**src/rtl/core/lrt_pkg.sv**
```systemverilog
// ----------------------------------------------------------------------------
// lrt_pkg
// Shared operation and status codes of the LRU replacement tracker.
// ----------------------------------------------------------------------------
`default_nettype none

package lrt_pkg;

  localparam int unsigned FUNC_W   = 2;
  localparam int unsigned STATUS_W = 2;

  typedef logic [FUNC_W-1:0]   func_t;
  typedef logic [STATUS_W-1:0] status_t;

  // Request operations.
  localparam func_t FUNC_INSERT = 2'd0;
  localparam func_t FUNC_VICTIM = 2'd1;
  localparam func_t FUNC_ERASE  = 2'd2;

  // Result status codes.
  localparam status_t ST_DONE = 2'd0;
  localparam status_t ST_MISS = 2'd1;
  localparam status_t ST_FULL = 2'd2;

endpackage

`default_nettype wire

```
**src/rtl/core/lrt_if.sv**
```systemverilog
// ----------------------------------------------------------------------------
// lrt_req_if / lrt_rsp_if
// Valid/ready channels carrying tracker requests and results.
// ----------------------------------------------------------------------------
`default_nettype none

interface lrt_req_if
  import lrt_pkg::*;
#(
  parameter int unsigned KeyW = 16
);
  logic            valid;
  logic            ready;
  func_t           func;
  logic [KeyW-1:0] key;

  modport source (output valid, func, key, input ready);
  modport sink   (input valid, func, key, output ready);
endinterface

interface lrt_rsp_if
  import lrt_pkg::*;
#(
  parameter int unsigned KeyW   = 16,
  parameter int unsigned CountW = 5
);
  logic              valid;
  logic              ready;
  status_t           status;
  logic              hit;
  logic [KeyW-1:0]   victim_key;
  logic [CountW-1:0] entry_count;

  modport source (output valid, status, hit, victim_key, entry_count, input ready);
  modport sink   (input valid, status, hit, victim_key, entry_count, output ready);
endinterface

`default_nettype wire

```
**src/rtl/core/lrt_mem.sv**
```systemverilog
// ----------------------------------------------------------------------------
// lrt_mem
// Simple dual-port key store: one write port, one read port with a
// registered read data output.
// ----------------------------------------------------------------------------
`default_nettype none

module lrt_mem #(
  parameter int unsigned Depth = 16,
  parameter int unsigned Width = 16,
  localparam int unsigned AddrW = $clog2(Depth)
) (
  input  wire logic             clk_i,
  input  wire logic             we_i,
  input  wire logic [AddrW-1:0] waddr_i,
  input  wire logic [Width-1:0] wdata_i,
  input  wire logic             re_i,
  input  wire logic [AddrW-1:0] raddr_i,
  output logic      [Width-1:0] rdata_o
);

  logic [Width-1:0] mem_q [Depth];
  logic [Width-1:0] rdata_q;

  always_ff @(posedge clk_i) begin
    if (we_i) begin
      mem_q[waddr_i] <= wdata_i;
    end
  end

  always_ff @(posedge clk_i) begin
    if (re_i) begin
      rdata_q <= mem_q[raddr_i];
    end
  end

  assign rdata_o = rdata_q;

endmodule

`default_nettype wire

```
**src/rtl/core/lru_replacement_tracker.sv**
```systemverilog
// ----------------------------------------------------------------------------
// lru_replacement_tracker
// Least-recently-used replacement list of up to CAPACITY distinct keys.
// ----------------------------------------------------------------------------
// Keys are held in one memory in recency order, slot 0 least recent. Each
// request makes a single pass over the held slots: the read port walks the
// slots in order while the write port, one slot behind, moves every slot past
// the removed key down by one. The walk covers one slot per cycle, so a result
// takes longer the more keys are held; once it is loaded, the block returns to
// idle and takes the next request. A finished result waits in the output
// register while the next request is taken; only the end of that next pass
// waits for the register to drain.
// An insert of a new key into a full store is refused with the full status.
`default_nettype none

module lru_replacement_tracker
  import lrt_pkg::*;
#(
  parameter int unsigned CAPACITY = 16,
  parameter int unsigned KEY_BITS = 16
) (
  input  wire logic  clk_i,
  input  wire logic  rst_ni,
  lrt_req_if.sink    req_i,
  lrt_rsp_if.source  rsp_o
);

  localparam int unsigned CountW = $clog2(CAPACITY + 1);
  localparam int unsigned IdxW   = $clog2(CAPACITY);

  localparam logic [1:0] S_IDLE   = 2'd0;
  localparam logic [1:0] S_SCAN   = 2'd1;
  localparam logic [1:0] S_FINISH = 2'd2;

  logic [1:0]          state_q, state_d;
  logic [CountW-1:0]   cnt_q, cnt_d;
  logic [CountW-1:0]   idx_q, idx_d;
  logic [CountW-1:0]   pslot_q, pslot_d;
  logic                pend_q, pend_d;
  logic                found_q, found_d;
  func_t               func_q, func_d;
  logic [KEY_BITS-1:0] key_q, key_d;
  logic [KEY_BITS-1:0] vkey_q, vkey_d;

  logic                out_valid_q, out_valid_d;
  status_t             out_status_q, out_status_d;
  logic                out_hit_q, out_hit_d;
  logic [KEY_BITS-1:0] out_victim_q, out_victim_d;
  logic [CountW-1:0]   out_count_q, out_count_d;

  logic                mem_we, mem_re;
  logic [IdxW-1:0]     mem_waddr, mem_raddr;
  logic [KEY_BITS-1:0] mem_wdata, mem_rdata;

  logic                load_out;
  logic                match;
  logic [CountW-1:0]   slot_m1;
  logic [CountW-1:0]   cnt_m1;

  lrt_mem #(
    .Depth (CAPACITY),
    .Width (KEY_BITS)
  ) u_mem (
    .clk_i   (clk_i),
    .we_i    (mem_we),
    .waddr_i (mem_waddr),
    .wdata_i (mem_wdata),
    .re_i    (mem_re),
    .raddr_i (mem_raddr),
    .rdata_o (mem_rdata)
  );

  assign req_i.ready = (state_q == S_IDLE);
  assign load_out    = (state_q == S_FINISH) && (!out_valid_q || rsp_o.ready);
  assign slot_m1     = pslot_q - CountW'(1);
  assign cnt_m1      = cnt_q - CountW'(1);

  // A victim request removes slot 0; insert and erase remove the first match.
  always_comb begin
    match = 1'b0;
    if (pend_q && !found_q) begin
      case (func_q) inside
        FUNC_INSERT, FUNC_ERASE: match = (mem_rdata == key_q);
        FUNC_VICTIM:             match = (pslot_q == '0);
        default:                 match = 1'b0;
      endcase
    end
  end

  always_comb begin
    state_d   = state_q;
    cnt_d     = cnt_q;
    idx_d     = idx_q;
    pslot_d   = pslot_q;
    pend_d    = 1'b0;
    found_d   = found_q;
    func_d    = func_q;
    key_d     = key_q;
    vkey_d    = vkey_q;
    mem_we    = 1'b0;
    mem_waddr = slot_m1[IdxW-1:0];
    mem_wdata = mem_rdata;
    mem_re    = 1'b0;
    mem_raddr = idx_q[IdxW-1:0];

    out_valid_d  = out_valid_q;
    out_status_d = out_status_q;
    out_hit_d    = out_hit_q;
    out_victim_d = out_victim_q;
    out_count_d  = out_count_q;
    if (out_valid_q && rsp_o.ready) begin
      out_valid_d = 1'b0;
    end

    unique case (state_q)
      S_IDLE: begin
        if (req_i.valid) begin
          func_d  = req_i.func;
          key_d   = req_i.key;
          vkey_d  = '0;
          found_d = 1'b0;
          idx_d   = '0;
          state_d = S_SCAN;
        end
      end
      S_SCAN: begin
        if (idx_q < cnt_q) begin
          mem_re  = 1'b1;
          pend_d  = 1'b1;
          pslot_d = idx_q;
          idx_d   = idx_q + CountW'(1);
        end
        // Slots after the removed one shift down by one as they stream by.
        if (pend_q && found_q) begin
          mem_we = 1'b1;
        end
        if (match) begin
          found_d = 1'b1;
          if (func_q == FUNC_VICTIM) begin
            vkey_d = mem_rdata;
          end
        end
        if (!pend_q && (idx_q == cnt_q)) begin
          state_d = S_FINISH;
        end
      end
      S_FINISH: begin
        if (load_out) begin
          out_valid_d  = 1'b1;
          out_status_d = ST_MISS;
          out_hit_d    = 1'b0;
          out_victim_d = '0;
          out_count_d  = cnt_q;
          case (func_q)
            FUNC_INSERT: begin
              mem_wdata = key_q;
              if (found_q) begin
                // The held key was closed up; it goes back in on top.
                mem_we       = 1'b1;
                mem_waddr    = cnt_m1[IdxW-1:0];
                out_status_d = ST_DONE;
                out_hit_d    = 1'b1;
              end else if (cnt_q == CountW'(CAPACITY)) begin
                out_status_d = ST_FULL;
              end else begin
                mem_we       = 1'b1;
                mem_waddr    = cnt_q[IdxW-1:0];
                cnt_d        = cnt_q + CountW'(1);
                out_count_d  = cnt_q + CountW'(1);
                out_status_d = ST_DONE;
              end
            end
            FUNC_VICTIM: begin
              if (found_q) begin
                cnt_d        = cnt_m1;
                out_count_d  = cnt_m1;
                out_status_d = ST_DONE;
                out_victim_d = vkey_q;
              end
            end
            FUNC_ERASE: begin
              if (found_q) begin
                cnt_d        = cnt_m1;
                out_count_d  = cnt_m1;
                out_status_d = ST_DONE;
                out_hit_d    = 1'b1;
              end
            end
            default: ;
          endcase
          state_d = S_IDLE;
        end
      end
      default: state_d = S_IDLE;
    endcase
  end

  always_ff @(posedge clk_i or negedge rst_ni) begin
    if (!rst_ni) begin
      state_q     <= S_IDLE;
      cnt_q       <= '0;
      idx_q       <= '0;
      pend_q      <= 1'b0;
      found_q     <= 1'b0;
      out_valid_q <= 1'b0;
    end else begin
      state_q     <= state_d;
      cnt_q       <= cnt_d;
      idx_q       <= idx_d;
      pend_q      <= pend_d;
      found_q     <= found_d;
      out_valid_q <= out_valid_d;
    end
  end

  always_ff @(posedge clk_i) begin
    pslot_q      <= pslot_d;
    func_q       <= func_d;
    key_q        <= key_d;
    vkey_q       <= vkey_d;
    out_status_q <= out_status_d;
    out_hit_q    <= out_hit_d;
    out_victim_q <= out_victim_d;
    out_count_q  <= out_count_d;
  end

  assign rsp_o.valid       = out_valid_q;
  assign rsp_o.status      = out_status_q;
  assign rsp_o.hit         = out_hit_q;
  assign rsp_o.victim_key  = out_victim_q;
  assign rsp_o.entry_count = out_count_q;

endmodule

`default_nettype wire

```
**src/flat_wrapper.sv**
```systemverilog
// flat-port wrapper written by rule: the top's interface ports become plain ports
module lru_replacement_tracker_flat import lrt_pkg::*;
#(
  parameter int unsigned CAPACITY = 16,
  parameter int unsigned KEY_BITS = 16
)
  (clk_i, rst_ni, req_i_valid, req_i_func, req_i_key, req_i_ready, rsp_o_valid, rsp_o_status, rsp_o_hit, rsp_o_victim_key, rsp_o_entry_count, rsp_o_ready);
  lrt_req_if #(.KeyW(KEY_BITS)) req_i_i ();
  lrt_rsp_if #(.KeyW(KEY_BITS), .CountW((5))) rsp_o_i ();
  input  wire logic clk_i;
  input  wire logic rst_ni;
  input wire logic [$bits(req_i_i.valid)-1:0] req_i_valid;
  input wire logic [$bits(req_i_i.func)-1:0] req_i_func;
  input wire logic [$bits(req_i_i.key)-1:0] req_i_key;
  output wire logic [$bits(req_i_i.ready)-1:0] req_i_ready;
  output wire logic [$bits(rsp_o_i.valid)-1:0] rsp_o_valid;
  output wire logic [$bits(rsp_o_i.status)-1:0] rsp_o_status;
  output wire logic [$bits(rsp_o_i.hit)-1:0] rsp_o_hit;
  output wire logic [$bits(rsp_o_i.victim_key)-1:0] rsp_o_victim_key;
  output wire logic [$bits(rsp_o_i.entry_count)-1:0] rsp_o_entry_count;
  input wire logic [$bits(rsp_o_i.ready)-1:0] rsp_o_ready;
  assign req_i_i.valid = req_i_valid;
  assign req_i_i.func = req_i_func;
  assign req_i_i.key = req_i_key;
  assign req_i_ready = req_i_i.ready;
  assign rsp_o_valid = rsp_o_i.valid;
  assign rsp_o_status = rsp_o_i.status;
  assign rsp_o_hit = rsp_o_i.hit;
  assign rsp_o_victim_key = rsp_o_i.victim_key;
  assign rsp_o_entry_count = rsp_o_i.entry_count;
  assign rsp_o_i.ready = rsp_o_ready;
  lru_replacement_tracker #(.CAPACITY(CAPACITY), .KEY_BITS(KEY_BITS)) u_core (.clk_i(clk_i), .rst_ni(rst_ni), .req_i(req_i_i), .rsp_o(rsp_o_i));
endmodule
```
**config.mk**
```make
export PLATFORM = sky130hd
export DESIGN_NAME = lru_replacement_tracker_flat
export DESIGN_NICKNAME = d
export VERILOG_FILES = /design/src/rtl/core/lrt_pkg.sv /design/src/rtl/core/lrt_if.sv /design/src/rtl/core/lrt_mem.sv /design/src/rtl/core/lru_replacement_tracker.sv /design/src/flat_wrapper.sv
export SDC_FILE = /design/constraint.sdc
export NUM_CORES = 1
export LEC_CHECK = 0
export ABC_AREA = 1
export BUFFER_PORTS_ARGS = -buffer_cell sky130_fd_sc_hd__buf_2
export CORE_AREA = 5 5 169 171
export DETAILED_ROUTE_END_ITERATION = 10
export DIE_AREA = 0 0 174 176
export HOLD_SLACK_MARGIN = 0.06
export PLACE_DENSITY = 0.71
export SETUP_SLACK_MARGIN = 0.5
export SLEW_MARGIN = 10
export SYNTH_ARGS = -nofsm -noshare
export SYNTH_HDL_FRONTEND = slang
export SYNTH_SLANG_ARGS = --single-unit
export TNS_END_PERCENT = 30
```
**constraint.sdc**
```tcl
create_clock -name clk_i -period 2.7 [get_ports clk_i]
set_input_delay 0.54 -clock clk_i [delete_from_list [all_inputs] [get_ports clk_i]]
set_output_delay 0.54 -clock clk_i [all_outputs]
set_load 0.05 [all_outputs]
```
Word-level counts from Yosys, hierarchy flattened
Memories as Yosys holds them, arrays and structs flattened. A register that Yosys moved wholly into a read port is not among the register bits.
Index checks and enable logic that the tools add are counted.
{ "word_totals": {"latchBits": 0, "mem_count": 1, "mem_bits_rw": 256, "reg_bits": 78, "out_inout_bits": 26, "mem_bits_ro": 0, "input_bits": 22, "wordCells": 103} }
{ "memory_table": {"columns": ["memory", "words", "width", "read_ports", "rd_clocked_by_memory_dff", "write_ports", "line", "source"], "rows": [
  ["u_core.u_mem.mem_q", 16, 16, 1, 1, 1, "lrt_mem.sv:22", "logic [Width-1:0] mem_q [Depth];"]
]} }
{ "op_classes": {"div_mod_pow": 0, "n_mux": 47, "mul": 0, "eq_ne": 13, "shifts": 0, "bitwise_logic": 0, "n_reduce_logical": 23, "n_lt_le_gt_ge": 1, "add_sub_neg": 4} }
{ "op_table": {"columns": ["op", "n"], "rows": [
  ["$mux 16", 6],
  ["$pmux 16 s2", 1],
  ["$mux 5", 5],
  ["$mux 4", 5],
  ["$pmux 5 s2", 2],
  ["$mux 1", 19],
  ["$eq 16x16->1", 1],
  ["$add 5x1->5 const B", 2],
  ["$mux 2", 5],
  ["$ne 2x1->1 const B", 5],
  ["$reduce_and 3->1", 3],
  ["$reduce_and 2->1", 4],
  ["$pmux 2 s3", 1],
  ["$eq 5x5->1", 1],
  ["$eq 5x5->1 const B", 1],
  ["$logic_and 1x1->1", 5],
  ["$logic_not 5->1", 1],
  ["$lt 5x5->1", 1],
  ["$sub 5x1->5 const B", 1],
  ["$eq 2x1->1 const B", 2],
  ["$eq 2x2->1 const B", 2],
  ["$logic_not 2->1", 2],
  ["$pmux 1 s2", 2],
  ["$pmux 2 s2", 1],
  ["other kinds (7)", 10]
]} }

Logic depth before layout (Yosys ltp)
{ "depth": {"ltp_word": 8, "mapped_depth": 11} }

By module
A second synthesis with hierarchy kept.
{ "hier_totals": {"cells_unflattened": 1541, "hier_area_um2": 15712.6} }
{ "by_module_without_submodules": {"columns": ["module", "seq_area_each_um2", "cells_per_inst", "area_each_um2", "instances"], "rows": [
  ["lrt_mem", 8167.8, 1074, 11541.1, 1],
  ["lru_replacement_tracker", 2267.2, 467, 4171.5, 1]
]} }

Least setup slack after synthesis
Ideal clock, no wire load.
{ "synth_path": {"kind": "register to register", "from": "register, netlist name u_core.idx_q[0]", "to": "register u_core.vkey_q[0] (enable)", "required_time_ns": 2.309, "t_arrival_ns": 2.206, "stages_incl_launch_ff": 11, "path_slack_ns": 0.103, "setup_time_ns": 0.391, "path_cell_list": "dfrtp_1 -> inv_2 -> buf_2 -> buf_2 -> ha_1 -> or2_2 -> nand3_1 -> nand2_1 -> nand2_1 -> buf_2 -> o21ai_1"} }
{ "synth_lines": {"columns": ["item", "line", "source"], "rows": [
  ["to (signal assigned)", "lru_replacement_tracker.sv:220", "vkey_q <= vkey_d;"],
  ["to (decl)", "lru_replacement_tracker.sv:43", "logic [KEY_BITS-1:0] vkey_q, vkey_d;"]
]} }

Worst setup path in the final report
{ "layout_path": {"from": "register u_core.func_q[0]", "to": "memory u_core.u_mem.mem_q[11][1] (enable)"} }
{ "layout_via": {"elab_chain_cells": 6, "word_cells_on_any_way": 9, "cone_classes": "8 x mux; 1 x reduce/logical"} }
{ "layout_rtl": {"columns": ["item", "line", "source"], "rows": [
  ["from (decl)", "lru_replacement_tracker.sv:41", "func_t func_q, func_d;"],
  ["from (signal assigned)", "lru_replacement_tracker.sv:218", "func_q <= func_d;"],
  ["$logic_not 2->1 (*)", "lru_replacement_tracker.sv:154", "case (func_q)"],
  ["$mux 1", "lru_replacement_tracker.sv:154", null],
  ["$mux 1", "lru_replacement_tracker.sv:148", "if (load_out) begin"],
  ["$pmux 1 s2", "lru_replacement_tracker.sv:115", "unique case (state_q)"],
  ["$mux 1", "lrt_mem.sv:26", "if (we_i) begin"],
  ["$mux 1 (not written as such)", "lrt_mem.sv:27", "mem_q[waddr_i] <= wdata_i;"],
  ["to (decl)", "lrt_mem.sv:22", null]
]} }
Mark *: on every way between the ends. The rest lies on a longest branch, timed or not.

==> results.toml <==
[final_layout]
mostFrequentLayoutCell = "edfxtp_1"
syn2layout_area_growth_pct = 18.5
fin_area_mm2 = 0.0174
instances_no_fill = 1723
n_antenna_cell = 0
layout_common_cells = "edfxtp_1 (335), nor2_1 (231), nand2_1 (168)"
nets = 1397
final_layout_size_suffix_gt1_frac = 0.182

[place]
dp.cells = 1620
io_buffers = 47
gp_congestion = 0.935
dpl.hpwl_mm = 22.0
placed_area_mm2 = 0.0156

[clock_network]
clkLatencyLatePin_ps = 520
cts_buffers = 37
clock-root-buffer = "clkbuf_16"
cts.sinks = 350
clockBufferDepth = 3
htreeDepth = 2
clk_pin_slew_ps = 60
cts_tree = "built"

[die]
die_h_um = 176
die_w_um = 174
core_area_mm2 = 0.0267
pin_count = 48
fp.dieArea_mm2 = 0.0306
rows = 60
start_util = 0.551

[detailed_routing]
routedWlPerCell_um = 20.9
ant_nets = 0
vias_per_cell = 5.78
routed_wl_mm = 36.1
drc_errors = 0
drt_iter0_drc = 1371
vias = 9960
dr.pass1.iters = 5

[sta]
fin_crit_sh = 0.816
setup_violations = 0
rsz0062_at_grt = "true"
finalSetupTns_ps = 0
fmax_mhz = 454
relSlewSlack = 0.627
finalHoldViolations = 0
clock_skew_ps = 21.8
period_minus_slack_ps = 2200
tightest_slew_ps = 558
slew_viol_final = 0

[worst_hold_path]
min_path_type = "in -> reg"

[pwr]
p_leak_nw = 6.40
power_density_mw_per_mm2 = 1050
power_frac_comb = 0.325
intPower_mw = 11.8
ir_drop_mv = 0.636
power_frac_clock = 0.254
seqPwrFrac = 0.421
p_sw_frac = 0.355
p_sw_mw = 6.47

[grt]
grt.total_usage = 0.231
antenna_found_initial = 0
grt_first_pass_wirelength_mm = 54.5
grt_pass1_vias = 9586
overflow = 0
grt_max_degree = 134

[synthesis]
synth_edf_count = 335
async_reset_ff_frac = 0.0429
syn_inst = 1242
synth_flop_cell = "edfxtp_1"
syn_nets = 1282
ys_warn_count = 0
ys_seq_elements = 350
syn_area_per_cell_um2 = 11.9
ys_types = 40
ys_seq_area_frac = 0.709
synth_area_mm2 = 0.0147

[worst_setup_path]
crit_required_ps = 2910
rr_startpoint = "u_core.func_q[0]"
r2r-end = "u_core.u_mem.mem_q[11][1]"
cp-startpoint = "u_core.func_q[0]"
critPathMaxFanout = 8
crit_path_end = "u_core.u_mem.mem_q[11][1]"
r2r_slack_ps = 500
crit_path_end_kind = "register"
ff2ff_path_depth = 10
start_kind = "register"
criticalPathCategory = "reg -> reg"
arrival_ps = 2420

[run]
drv_cap = 0

[status]
outcome = "finished clean"
## routing by layer
| layer | share of wire | wire, um | vias up | track usage |
|---|---|---|---|---|
| li1 | - | - | 4593 | - |
| met3 | 0.077 | 2780 | 110 | 0.0415 |
| met1 | 0.39 | 13900 | 4810 | 0.297 |
| met4 | 0.052 | 1880 | 0 | 0.109 |
| met5 | 0 | 0 | - | 0 |
| met2 | 0.48 | 17500 | 447 | 0.386 |
## cell families (layout without fill, tap and decap cells)
group,count (synthesis),count (layout),synth area share
flops,350,350,0.709
simple gates,488,488,0.137
fa+ha+maj,18,18,0.0153
buf+inv,159,299,0.0434
compound gates,222,222,0.0927
xor+xnor,5,5,0.00298
## synth_stat cells, types with 4 or more instances
master | count | area, um^2
buf_2 | 23 | 115
inv_2 | 6 | 22.5
clkbuf_1 | 29 | 109
o32ai_1 | 32 | 280
inv_1 | 91 | 342
nand4_1 | 6 | 37.5
ha_1 | 18 | 225
buf_1 | 4 | 15.0
o211ai_1 | 34 | 255
edfxtp_1 | 335 | 10100
nor2_1 | 247 | 927
nand3_1 | 43 | 215
o21ai_0 | 138 | 691
nand2_2 | 4 | 25.0
nand2_1 | 173 | 649
nand3_2 | 6 | 60.1
dfrtp_1 | 15 | 375
## power by group through the flow
stage | clock, mW | combinational, mW | sequential [mW]
finish | 4.63 | 5.92 | 7.68
global route | 4.96 | 6.41 | 7.74
CTS | 4.70 | 5.55 | 7.68
detailed placement | 0 | 5.04 | 7.80
global placement | 0 | 4.97 | 7.78
floorplan | 0 | 2.95 | 8.02
## layout make-up
cell class,instances,area (um^2)
clock buffers,47,985
clock inverters,17,108
fillers,1981,9280
inverters,100,398
multi-input cells,733,3890
flip-flops and latches,350,10400
well taps,341,427
repair buffers,134,1180
repair inverters,1,7.51
## stage by stage
stage                     hold WS, ps  utilization  setup WS (ps)  total power [mW]
after CTS                         182        0.643            493              17.9
after global routing              190        0.653            429              19.1
after floorplan                   244            -            376              11.0
after global placement            483        0.584            353              12.7
after detailed placement          478        0.584            298              12.8
final                             199        0.653            496              18.2
## worst max-delay path, stage by stage (launching register included)
cell and delay, ps:
edfxtp_1 410, inv_2 100, ha_4 170, inv_6 50, nor2_8 150, nand2_8 110, a21boi_4 210, buf_6 140
nand3_4 170, nor2_4 220, buf_6 170
## worst min path at each step
stage / end / cells past startpoint / startpoint
2_1_floorplan: u_core.cnt_q[0] / 0 / rst_ni
3_3_place_gp: u_core.cnt_q[3] / 1 / rst_ni
3_5_place_dp: u_core.cnt_q[3] / 1 / rst_ni
4_1_cts: u_core.key_q[8] / 1 / req_i_key[8]
5_1_grt: u_core.key_q[7] / 1 / req_i_key[7]
6_report: u_core.key_q[6] / 1 / req_i_key[6]
## sequential cells by signal, summed over array words and instances (netlist names), 2 cells and up
register	flops
u_core.cnt_q	5
u_core.func_q	2
u_core.idx_q	5
u_core.key_q	16
u_core.pslot_q	5
u_core.rsp_o.entry_count	5
u_core.rsp_o.status	2
u_core.rsp_o.victim_key	16
u_core.state_q	2
u_core.u_mem.mem_q	256
u_core.u_mem.rdata_o	16
u_core.vkey_q	16
## what timing repair did
action	CTS	global route
hold endpoints to repair	15	0
setup endpoints to repair	294	296
hold buffers	1	0
gates cloned	7	1
pin swaps	12	24
buffers inserted	17	13
gates resized for setup	59	34
No activity file was read; power rests on OpenSTA's default activity.
